**config.mk**
```make
export PLATFORM = sky130hd
export DESIGN_NAME = point_in_polygon_winding_top
export DESIGN_NICKNAME = d
export VERILOG_FILES = /design/src/pipw_pkg.sv /design/src/pipw_cell.sv /design/src/pipw_edge.sv /design/src/point_in_polygon_winding_top.sv
export SDC_FILE = /design/constraint.sdc
export NUM_CORES = 2
export LEC_CHECK = 0
export BUFFER_PORTS_ARGS = -buffer_cell sky130_fd_sc_hd__buf_2
export CAP_MARGIN = 10
export CORE_ASPECT_RATIO = 0.7
export CORE_UTILIZATION = 49
export DETAILED_ROUTE_END_ITERATION = 8
export PLACE_DENSITY = 0.72
export SLEW_MARGIN = 20
export SYNTH_ARGS = -nofsm -noshare
export SYNTH_HDL_FRONTEND = slang
export SYNTH_HIERARCHICAL = 1
export SYNTH_SLANG_ARGS = --single-unit
```
**constraint.sdc**
```tcl
create_clock -name clock -period 8.5 [get_ports clock]
set_clock_uncertainty 0.1 [all_clocks]
set_input_delay 0.85 -clock clock [delete_from_list [all_inputs] [get_ports clock]]
set_output_delay 0.85 -clock clock [all_outputs]
set_load 0.05 [all_outputs]
```
**src/pipw_pkg.sv**
```systemverilog
// Shared constants and types for the winding-number point-in-polygon block.
package pipw_pkg;

   localparam int MAX_VERTICES_DEF = 16;
   localparam int COORD_BITS_DEF   = 16;

   localparam int FIELD_BITS = 16;
   localparam int COUNT_BITS = 6;
   localparam int VCOUNT_BITS = 5;

   localparam logic [VCOUNT_BITS-1:0] VCOUNT_RESET = 5'd4;

   // word index of the vertex_count register
   localparam logic REG_VERTEX_COUNT = 1'b0;

   localparam logic OP_WRITE = 1'b0;
   localparam logic OP_QUERY = 1'b1;

   // per-cycle control from the sequencer to the edge unit
   typedef struct packed {
      logic start;   // first ring step: head is vertex 0
      logic eval;    // evaluate the edge prev -> current
      logic close;   // closing edge: current is the saved vertex 0
      logic done;    // last ring step of the transaction
   } pipw_step_type;

endpackage

```
**src/pipw_cell.sv**
```systemverilog
// One vertex cell of the rotating vertex ring.
module pipw_cell #(
   parameter int COORD_BITS = pipw_pkg::COORD_BITS_DEF
) (
   input  logic                         clock,
   input  logic                         load,
   input  logic                         shift,
   input  logic signed [COORD_BITS-1:0] wr_x,
   input  logic signed [COORD_BITS-1:0] wr_y,
   input  logic signed [COORD_BITS-1:0] nb_x,
   input  logic signed [COORD_BITS-1:0] nb_y,
   output logic signed [COORD_BITS-1:0] x_o,
   output logic signed [COORD_BITS-1:0] y_o
);
   import pipw_pkg::*;

   logic signed [COORD_BITS-1:0] x_ff, x_in;
   logic signed [COORD_BITS-1:0] y_ff, y_in;

   always_comb begin
      x_in = x_ff;
      y_in = y_ff;
      if (load) begin
         x_in = wr_x;
         y_in = wr_y;
      end else if (shift) begin
         x_in = nb_x;
         y_in = nb_y;
      end
   end

   always_ff @(posedge clock) begin
      x_ff <= x_in;
      y_ff <= y_in;
   end

   assign x_o = x_ff;
   assign y_o = y_ff;

endmodule

```
**src/pipw_edge.sv**
```systemverilog
// Edge unit: crossing test and cross-product sign, one edge per cycle, 3 stages.
module pipw_edge #(
   parameter int COORD_BITS = pipw_pkg::COORD_BITS_DEF
) (
   input  logic                               clock,
   input  logic                               reset,
   input  pipw_pkg::pipw_step_type            step,
   input  logic signed [COORD_BITS-1:0]       cur_x,
   input  logic signed [COORD_BITS-1:0]       cur_y,
   input  logic signed [COORD_BITS-1:0]       pt_x,
   input  logic signed [COORD_BITS-1:0]       pt_y,
   output logic                               done_o,
   output logic signed [pipw_pkg::COUNT_BITS-1:0] count_o
);
   import pipw_pkg::*;

   localparam int DW = COORD_BITS + 1;
   localparam int PW = 2 * COORD_BITS + 2;

   logic signed [COORD_BITS-1:0] first_x_ff, first_x_in, first_y_ff, first_y_in;
   logic signed [COORD_BITS-1:0] prev_x_ff, prev_x_in, prev_y_ff, prev_y_in;
   logic signed [COORD_BITS-1:0] sel_x, sel_y;

   // stage 1
   logic                 eval1_ff, done1_ff, up1_ff, dn1_ff;
   logic signed [DW-1:0] a1_ff, a2_ff, b1_ff, b2_ff;
   logic signed [DW-1:0] a1_in, a2_in, b1_in, b2_in;
   logic                 up1_in, dn1_in;
   // stage 2
   logic                 eval2_ff, done2_ff, up2_ff, dn2_ff;
   logic signed [PW-1:0] p_ff, q_ff, p_in, q_in;
   // stage 3
   logic                 done3_ff;
   logic signed [PW:0]   diff;
   logic                 pos, neg;
   logic signed [COUNT_BITS-1:0] count_ff, count_in;

   assign sel_x = step.close ? first_x_ff : cur_x;
   assign sel_y = step.close ? first_y_ff : cur_y;

   always_comb begin
      first_x_in = first_x_ff;
      first_y_in = first_y_ff;
      prev_x_in  = prev_x_ff;
      prev_y_in  = prev_y_ff;
      if (step.start) begin
         first_x_in = cur_x;
         first_y_in = cur_y;
         prev_x_in  = cur_x;
         prev_y_in  = cur_y;
      end else if (step.eval) begin
         prev_x_in = sel_x;
         prev_y_in = sel_y;
      end
   end

   // side = (x2-x1)*(py-y1) - (px-x1)*(y2-y1)
   always_comb begin
      a1_in  = {sel_x[COORD_BITS-1], sel_x} - {prev_x_ff[COORD_BITS-1], prev_x_ff};
      a2_in  = {pt_y[COORD_BITS-1], pt_y} - {prev_y_ff[COORD_BITS-1], prev_y_ff};
      b1_in  = {pt_x[COORD_BITS-1], pt_x} - {prev_x_ff[COORD_BITS-1], prev_x_ff};
      b2_in  = {sel_y[COORD_BITS-1], sel_y} - {prev_y_ff[COORD_BITS-1], prev_y_ff};
      up1_in = (prev_y_ff <= pt_y) && (sel_y > pt_y);
      dn1_in = (prev_y_ff > pt_y) && (sel_y <= pt_y);
   end

   assign p_in = PW'(a1_ff) * PW'(a2_ff);
   assign q_in = PW'(b1_ff) * PW'(b2_ff);

   assign diff = {p_ff[PW-1], p_ff} - {q_ff[PW-1], q_ff};
   assign neg  = diff[PW];
   assign pos  = !diff[PW] && (diff != '0);

   always_comb begin
      count_in = count_ff;
      if (step.start) begin
         count_in = '0;
      end else if (eval2_ff && up2_ff && pos) begin
         count_in = count_ff + COUNT_BITS'(1);
      end else if (eval2_ff && dn2_ff && neg) begin
         count_in = count_ff - COUNT_BITS'(1);
      end
   end

   always_ff @(posedge clock) begin
      first_x_ff <= first_x_in;
      first_y_ff <= first_y_in;
      prev_x_ff  <= prev_x_in;
      prev_y_ff  <= prev_y_in;
      a1_ff      <= a1_in;
      a2_ff      <= a2_in;
      b1_ff      <= b1_in;
      b2_ff      <= b2_in;
      up1_ff     <= up1_in;
      dn1_ff     <= dn1_in;
      p_ff       <= p_in;
      q_ff       <= q_in;
      up2_ff     <= up1_ff;
      dn2_ff     <= dn1_ff;
      count_ff   <= count_in;
      if (reset) begin
         eval1_ff <= 1'b0;
         done1_ff <= 1'b0;
         eval2_ff <= 1'b0;
         done2_ff <= 1'b0;
         done3_ff <= 1'b0;
      end else begin
         eval1_ff <= step.eval;
         done1_ff <= step.done;
         eval2_ff <= eval1_ff;
         done2_ff <= done1_ff;
         done3_ff <= done2_ff;
      end
   end

   assign done_o  = done3_ff;
   assign count_o = count_ff;

endmodule

```
**src/point_in_polygon_winding_top.sv**
```systemverilog
// Top level: vertex ring, sequencer, edge unit, register port and result register.
//
//  channel  direction  handshake            payload
//  req      in         req_valid/req_stall  operation, vertex_index, coord_x, coord_y
//  rsp      out        rsp_valid/rsp_stall  inside_res, winding_count
//  csr      in/out     APB psel/penable     vertex_count at byte address 0
//
// A query runs MAX_VERTICES+1 ring steps, rotating the vertex ring MAX_VERTICES times;
// steps 1 to vertex_count (at most MAX_VERTICES) each feed one edge into the edge unit.
// The result passes the edge-unit stages and the hold register into the result register.
// Reset clears control and sets vertex_count to 4; vertex contents are undefined
// until written. req_stall stays high from a query's acceptance until its result
// is in the result register; a full result register does not block acceptance.
module point_in_polygon_winding_top #(
   parameter int MAX_VERTICES = pipw_pkg::MAX_VERTICES_DEF,
   parameter int COORD_BITS   = pipw_pkg::COORD_BITS_DEF
) (
   input  logic                                 clock,
   input  logic                                 reset,
   input  logic                                 req_valid,
   output logic                                 req_stall,
   input  logic                                 req_operation,
   input  logic [3:0]                           req_vertex_index,
   input  logic signed [pipw_pkg::FIELD_BITS-1:0] req_coord_x,
   input  logic signed [pipw_pkg::FIELD_BITS-1:0] req_coord_y,
   output logic                                 rsp_valid,
   input  logic                                 rsp_stall,
   output logic                                 rsp_inside_res,
   output logic signed [pipw_pkg::COUNT_BITS-1:0] rsp_winding_count,
   input  logic                                 csr_psel,
   input  logic                                 csr_penable,
   input  logic                                 csr_pwrite,
   input  logic [2:0]                           csr_paddr,
   input  logic [31:0]                          csr_pwdata,
   output logic [31:0]                          csr_prdata,
   output logic                                 csr_pready
);
   import pipw_pkg::*;

   localparam int CW = $clog2(MAX_VERTICES + 1);
   localparam logic [CW-1:0] LAST_STEP = CW'(MAX_VERTICES);

   logic [VCOUNT_BITS-1:0] vcount_ff, vcount_in;
   logic [CW-1:0]          n_vert;
   logic [CW-1:0]          t_ff, t_in;
   logic                   run_ff, run_in;
   logic                   busy_ff, busy_in;
   logic                   hold_ff, hold_in;
   logic                   rsp_valid_ff, rsp_valid_in;
   logic                   inside_ff, inside_in;
   logic signed [COUNT_BITS-1:0] wcount_ff, wcount_in;
   logic signed [COORD_BITS-1:0] px_ff, px_in, py_ff, py_in;

   logic                   req_accept, query_go, write_go, transfer, csr_wr;
   logic signed [31:0]     cx_wide, cy_wide;
   logic signed [COORD_BITS-1:0] cx, cy;
   logic                   ring_shift;
   pipw_step_type          step;
   logic                   edge_done;
   logic signed [COUNT_BITS-1:0] edge_count;

   logic signed [COORD_BITS-1:0] ring_x [MAX_VERTICES];
   logic signed [COORD_BITS-1:0] ring_y [MAX_VERTICES];

   // register port
   assign csr_pready = 1'b1;
   assign csr_wr     = csr_psel && csr_penable && csr_pwrite && csr_pready;
   assign csr_prdata = (csr_paddr[2] == REG_VERTEX_COUNT) ? 32'(vcount_ff) : '0;
   assign vcount_in  = (csr_wr && csr_paddr[2] == REG_VERTEX_COUNT) ?
                       csr_pwdata[VCOUNT_BITS-1:0] : vcount_ff;

   assign n_vert = (32'(vcount_ff) > MAX_VERTICES) ? LAST_STEP : CW'(vcount_ff);

   // coordinates wrap or extend to COORD_BITS on entry
   assign cx_wide = 32'(req_coord_x);
   assign cy_wide = 32'(req_coord_y);
   assign cx      = cx_wide[COORD_BITS-1:0];
   assign cy      = cy_wide[COORD_BITS-1:0];

   assign req_stall  = busy_ff;
   assign req_accept = req_valid && !busy_ff;
   assign query_go   = req_accept && (req_operation == OP_QUERY);
   assign write_go   = req_accept && (req_operation == OP_WRITE);
   assign transfer   = hold_ff && (!rsp_valid_ff || !rsp_stall);

   // sequencer: ring steps 0..MAX_VERTICES, rotating MAX_VERTICES times
   always_comb begin
      step.start = run_ff && (t_ff == '0);
      step.eval  = run_ff && (t_ff != '0) && (t_ff <= n_vert);
      step.close = run_ff && (t_ff == n_vert);
      step.done  = run_ff && (t_ff == LAST_STEP);
      ring_shift = run_ff && (t_ff != LAST_STEP);
   end

   always_comb begin
      run_in = run_ff;
      t_in   = t_ff;
      if (query_go) begin
         run_in = 1'b1;
         t_in   = '0;
      end else if (run_ff) begin
         t_in = t_ff + CW'(1);
         if (t_ff == LAST_STEP) begin
            run_in = 1'b0;
            t_in   = '0;
         end
      end
   end

   always_comb begin
      busy_in      = busy_ff;
      hold_in      = hold_ff;
      rsp_valid_in = rsp_valid_ff;
      inside_in    = inside_ff;
      wcount_in    = wcount_ff;
      px_in        = px_ff;
      py_in        = py_ff;
      if (query_go) begin
         busy_in = 1'b1;
         px_in   = cx;
         py_in   = cy;
      end
      if (edge_done) begin
         hold_in = 1'b1;
      end
      if (rsp_valid_ff && !rsp_stall) begin
         rsp_valid_in = 1'b0;
      end
      if (transfer) begin
         busy_in      = 1'b0;
         hold_in      = 1'b0;
         rsp_valid_in = 1'b1;
         wcount_in    = edge_count;
         inside_in    = (edge_count != '0);
      end
   end

   always_ff @(posedge clock) begin
      px_ff     <= px_in;
      py_ff     <= py_in;
      wcount_ff <= wcount_in;
      inside_ff <= inside_in;
      if (reset) begin
         vcount_ff    <= VCOUNT_RESET;
         run_ff       <= 1'b0;
         t_ff         <= '0;
         busy_ff      <= 1'b0;
         hold_ff      <= 1'b0;
         rsp_valid_ff <= 1'b0;
      end else begin
         vcount_ff    <= vcount_in;
         run_ff       <= run_in;
         t_ff         <= t_in;
         busy_ff      <= busy_in;
         hold_ff      <= hold_in;
         rsp_valid_ff <= rsp_valid_in;
      end
   end

   // vertex ring: cell 0 is the head, each cell takes its upper neighbor
   for (genvar k = 0; k < MAX_VERTICES; k++) begin : g_cell
      localparam int NB = (k + 1) % MAX_VERTICES;
      logic load;
      assign load = write_go && (32'(req_vertex_index) == k);
      pipw_cell #(
         .COORD_BITS(COORD_BITS)
      ) u_cell (
         .clock(clock),
         .load (load),
         .shift(ring_shift),
         .wr_x (cx),
         .wr_y (cy),
         .nb_x (ring_x[NB]),
         .nb_y (ring_y[NB]),
         .x_o  (ring_x[k]),
         .y_o  (ring_y[k])
      );
   end

   pipw_edge #(
      .COORD_BITS(COORD_BITS)
   ) u_edge (
      .clock  (clock),
      .reset  (reset),
      .step   (step),
      .cur_x  (ring_x[0]),
      .cur_y  (ring_y[0]),
      .pt_x   (px_ff),
      .pt_y   (py_ff),
      .done_o (edge_done),
      .count_o(edge_count)
   );

   assign rsp_valid         = rsp_valid_ff;
   assign rsp_inside_res    = inside_ff;
   assign rsp_winding_count = wcount_ff;

`ifndef SYNTHESIS
   a_hold_busy: assert property (@(posedge clock) disable iff (reset)
      hold_ff |-> busy_ff)
      else $error("result held without a query in flight");

   a_done_after_run: assert property (@(posedge clock) disable iff (reset)
      edge_done |-> (busy_ff && !run_ff))
      else $error("edge unit finished outside a query");

   a_query_busy: assert property (@(posedge clock) disable iff (reset)
      query_go |=> (busy_ff && run_ff && t_ff == '0))
      else $error("accepted query did not start the ring");

   a_step_bound: assert property (@(posedge clock) disable iff (reset)
      run_ff |-> (t_ff <= LAST_STEP))
      else $error("ring step count out of range");
`endif

endmodule
```
==> impl_metrics.env <==
export IMPL_finalCriticalPeriod_ns=7.305
export IMPL_vias=34840
export IMPL_cts_sinks=780
export IMPL_netlist_instances=4806
export IMPL_yosys_warnings=6
export IMPL_hold_buffers=0
export IMPL_dp_cells=6379
export IMPL_gr_total_overflow=0
export IMPL_critPathArrivalTime_ns=7.75
export IMPL_slew_headroom_pct=31.03
export IMPL_core_area_sq_mm=0.1199
export IMPL_ctsHtreeMaxLevel=3
export IMPL_r2r_start="u_edge/b2_ff[3]"
export IMPL_synth_ff_type="edfxtp_1"
export IMPL_status="finished clean"
export IMPL_path_clk_slew_ns=0.07
export IMPL_yosysSeqAreaShare_pct=36.56
export IMPL_die_w_um=418.7
export IMPL_root_buffer="clkbuf_16"
export IMPL_grt_pass1_vias=35380
export IMPL_slew_violations=0
export IMPL_worst_path_max_fanout=17
export IMPL_r2r_end="u_edge/q_ff[33]"
export IMPL_cp_start_kind="flop"
export IMPL_rsz0062_at_grt="false"
export IMPL_netlist_cell_type_count=91
export IMPL_place_congestion=0.8831
export IMPL_drive_above_1_share_pct=17.27
export IMPL_wl_um=127200
export IMPL_hpwl_um=94280
export IMPL_setup_viol_count_final=0
export IMPL_num_rows=106
export IMPL_numCtsBuffers=75
export IMPL_final_cells=6515
export IMPL_final_nets=5809
export IMPL_synth_edff_count=615
export IMPL_postCtsSetupBuffers=0
export IMPL_route_detailed_drc=0
export IMPL_maxCapViolCount=0
export IMPL_dr_pass1_iters=6
export IMPL_syn_area_per_cell_sq_um=12.39
export IMPL_syn_to_final_growth_pct=6.287
export IMPL_end_kind="flop"
export IMPL_syn_area_sq_mm=0.05955
export IMPL_startpoint="u_edge/b2_ff[3]"
export IMPL_cts_resized_gates=0
export IMPL_worst_r2r_setup_slack_ns=1.20
export IMPL_endpoint="u_edge/q_ff[33]"
export IMPL_fmax_ghz=0.1369
export IMPL_hp_class="reg -> reg"
export IMPL_hold_viol=0
export IMPL_cts_buffer_depth=3
export IMPL_tritoncts="done"
export IMPL_drtIter0Drc=2960
export IMPL_antenna_found_initial=2
export IMPL_async_flop_share_pct=0
export IMPL_ioPinCount=121
export IMPL_ant_nets=0
export IMPL_crit_required_ns=8.94
export IMPL_port_buffers=63
export IMPL_tightest_slew_ns=1.034
export IMPL_whs_ns=0.2335
export IMPL_track_usage_pct=20.95
export IMPL_grt_max_degree=77
export IMPL_fin_crit_sh_pct=85.94
export IMPL_grt_pass1_wl_um=202400
export IMPL_tns_ns=0
export IMPL_dieArea_sq_mm=0.1229
export IMPL_critPathKind="reg -> reg"
export IMPL_start_util_pct=49.67
export IMPL_routed_via_density=5.348
export IMPL_clkLatencyLatePin_ns=0.67
export IMPL_ff2ff_path_depth=22
export IMPL_ys_seq_elements=780
export IMPL_wl_per_cell_um=19.52
export IMPL_die_y_um=293.7
## layout by cell type, fill, tap and decap left out, drive strengths merged, types with 22 or more instances in the layout
cell type  netlist  layout
inv            771     774
edfxtp         615     615
fa             598     598
mux2           578     578
nand2          337     337
and2           301     301
ha             296     296
dfxtp          165     165
nor2           161     161
buf            102     119
a21oi          111     111
xnor2          102     102
clkbuf          90      90
o21ai           82      82
nor2b           60      60
a21o            39      39
nand2b          35      35
clkinv           0      33
nand3           32      32
nor3            32      32
a21boi          29      29
conb             2      28
or2             23      23
nand4           22      22
o21a            22      22
## stage by stage
stage | setup slack (ns) | utilization (%) | cell area (sq um)
floorplan | 1.884 | - | 59650
global placement | 1.224 | 50.70 | 60790
detailed placement | 1.245 | 50.70 | 60790
CTS | 1.236 | 52.79 | 63290
global route | 0.8740 | 52.79 | 63290
finish | 1.195 | 52.79 | 63290
## logic make-up (layout without fill, tap and decap cells)
kind of cell	count (synthesis)	count (layout)	synth area share [%]
other cells	2	29	0.01261
buf+inv	963	1025	7.785
xor+xnor	122	122	1.794
simple gates	1064	1064	9.125
compound gates	390	390	4.307
flops	780	780	36.56
fa+ha+maj	894	894	26.32
mux	591	591	14.09
## cells in the mapped netlist, drive strengths merged, types with 9 or more instances
master | instances | area share, %
clkbuf | 90 | 0.57
xnor2 | 102 | 1.5
nand4 | 22 | 0.23
o211ai | 9 | 0.12
or2 | 23 | 0.24
nor4 | 10 | 0.13
a31oi | 11 | 0.12
mux2i | 13 | 0.22
nand2b | 35 | 0.37
nor2 | 161 | 1.0
xor2 | 20 | 0.29
fa | 598 | 20
dfxtp | 165 | 5.5
and3 | 9 | 0.095
inv | 771 | 4.9
nand3 | 32 | 0.27
or3 | 9 | 0.095
edfxtp | 615 | 31
and2 | 301 | 3.2
nand2 | 337 | 2.1
ha | 296 | 6.2
o31ai | 10 | 0.13
o21bai | 16 | 0.20
o21a | 22 | 0.29
o21ai | 82 | 0.71
nor3 | 32 | 0.28
buf | 102 | 2.4
a21boi | 29 | 0.37
a21o | 39 | 0.49
a21oi | 111 | 0.94
mux2 | 578 | 14
nor2b | 60 | 0.63
## cell type report
type | count | area (sq um)
Timing Repair Buffer | 119 | 735.7
Clock inverter | 45 | 560.5
Antenna cell | 1 | 2.502
Fill cell | 9993 | 56600
Tap cell | 1620 | 2027
Clock buffer | 90 | 1943
Multi-Input combinational cell | 3089 | 33360
Inverter | 771 | 2894
Sequential cell | 780 | 21770
## worst min path at each step
stage	startpoint	endpoint	slack, ns	cells past startpoint
2_1_floorplan	u_edge/dn1_ff	u_edge/dn2_ff	0.21	0
3_3_place_gp	u_edge/up1_ff	u_edge/up2_ff	0.22	0
3_5_place_dp	u_edge/dn1_ff	u_edge/dn2_ff	0.22	0
4_1_cts	u_edge/dn1_ff	u_edge/dn2_ff	0.24	0
5_1_grt	u_edge/dn1_ff	u_edge/dn2_ff	0.24	0
6_report	u_edge/dn1_ff	u_edge/dn2_ff	0.23	0
## state kept, by name (all words and copies together) (netlist names), 16 cells and up
name,flops
u_edge/prev_x_ff,16
u_edge/prev_y_ff,16
u_edge/first_x_ff,16
u_edge/first_y_ff,16
g_cell.u_cell/x_o,256
px_ff,16
u_edge/b2_ff,17
py_ff,16
u_edge/b1_ff,17
g_cell.u_cell/y_o,256
u_edge/a1_ff,17
u_edge/p_ff,34
u_edge/q_ff,34
u_edge/a2_ff,17
## metal layers
metal,vias to the layer above,GRT usage [%],share of wire [%]
li1,15860,-,-
met1,17735,32.31,48
met2,1102,31.07,44
met3,143,3.245,6.7
met4,0,4.360,1.7
met5,-,0,0
## critical path, cell delays in order (launching register included)
cell and delay [ns]:
dfxtp_1 0.82, nand2_1 0.16, fa_1 0.52, fa_1 0.52, fa_1 0.51, inv_1 0.05
fa_1 0.49, fa_1 0.49, inv_1 0.05, fa_1 0.47, inv_1 0.04, ha_1 0.33
a21o_1 0.19, a21o_1 0.17, a21o_1 0.19, a21oi_1 0.14, o21ai_0 0.14, o41ai_2 0.53
o31ai_1 0.22, or4b_1 0.58, a31o_1 0.23, a21oi_1 0.17, xnor2_1 0.08
Power is not shown: default switching activity piles up to over one toggle a cycle in this logic, so the estimate is an artifact.
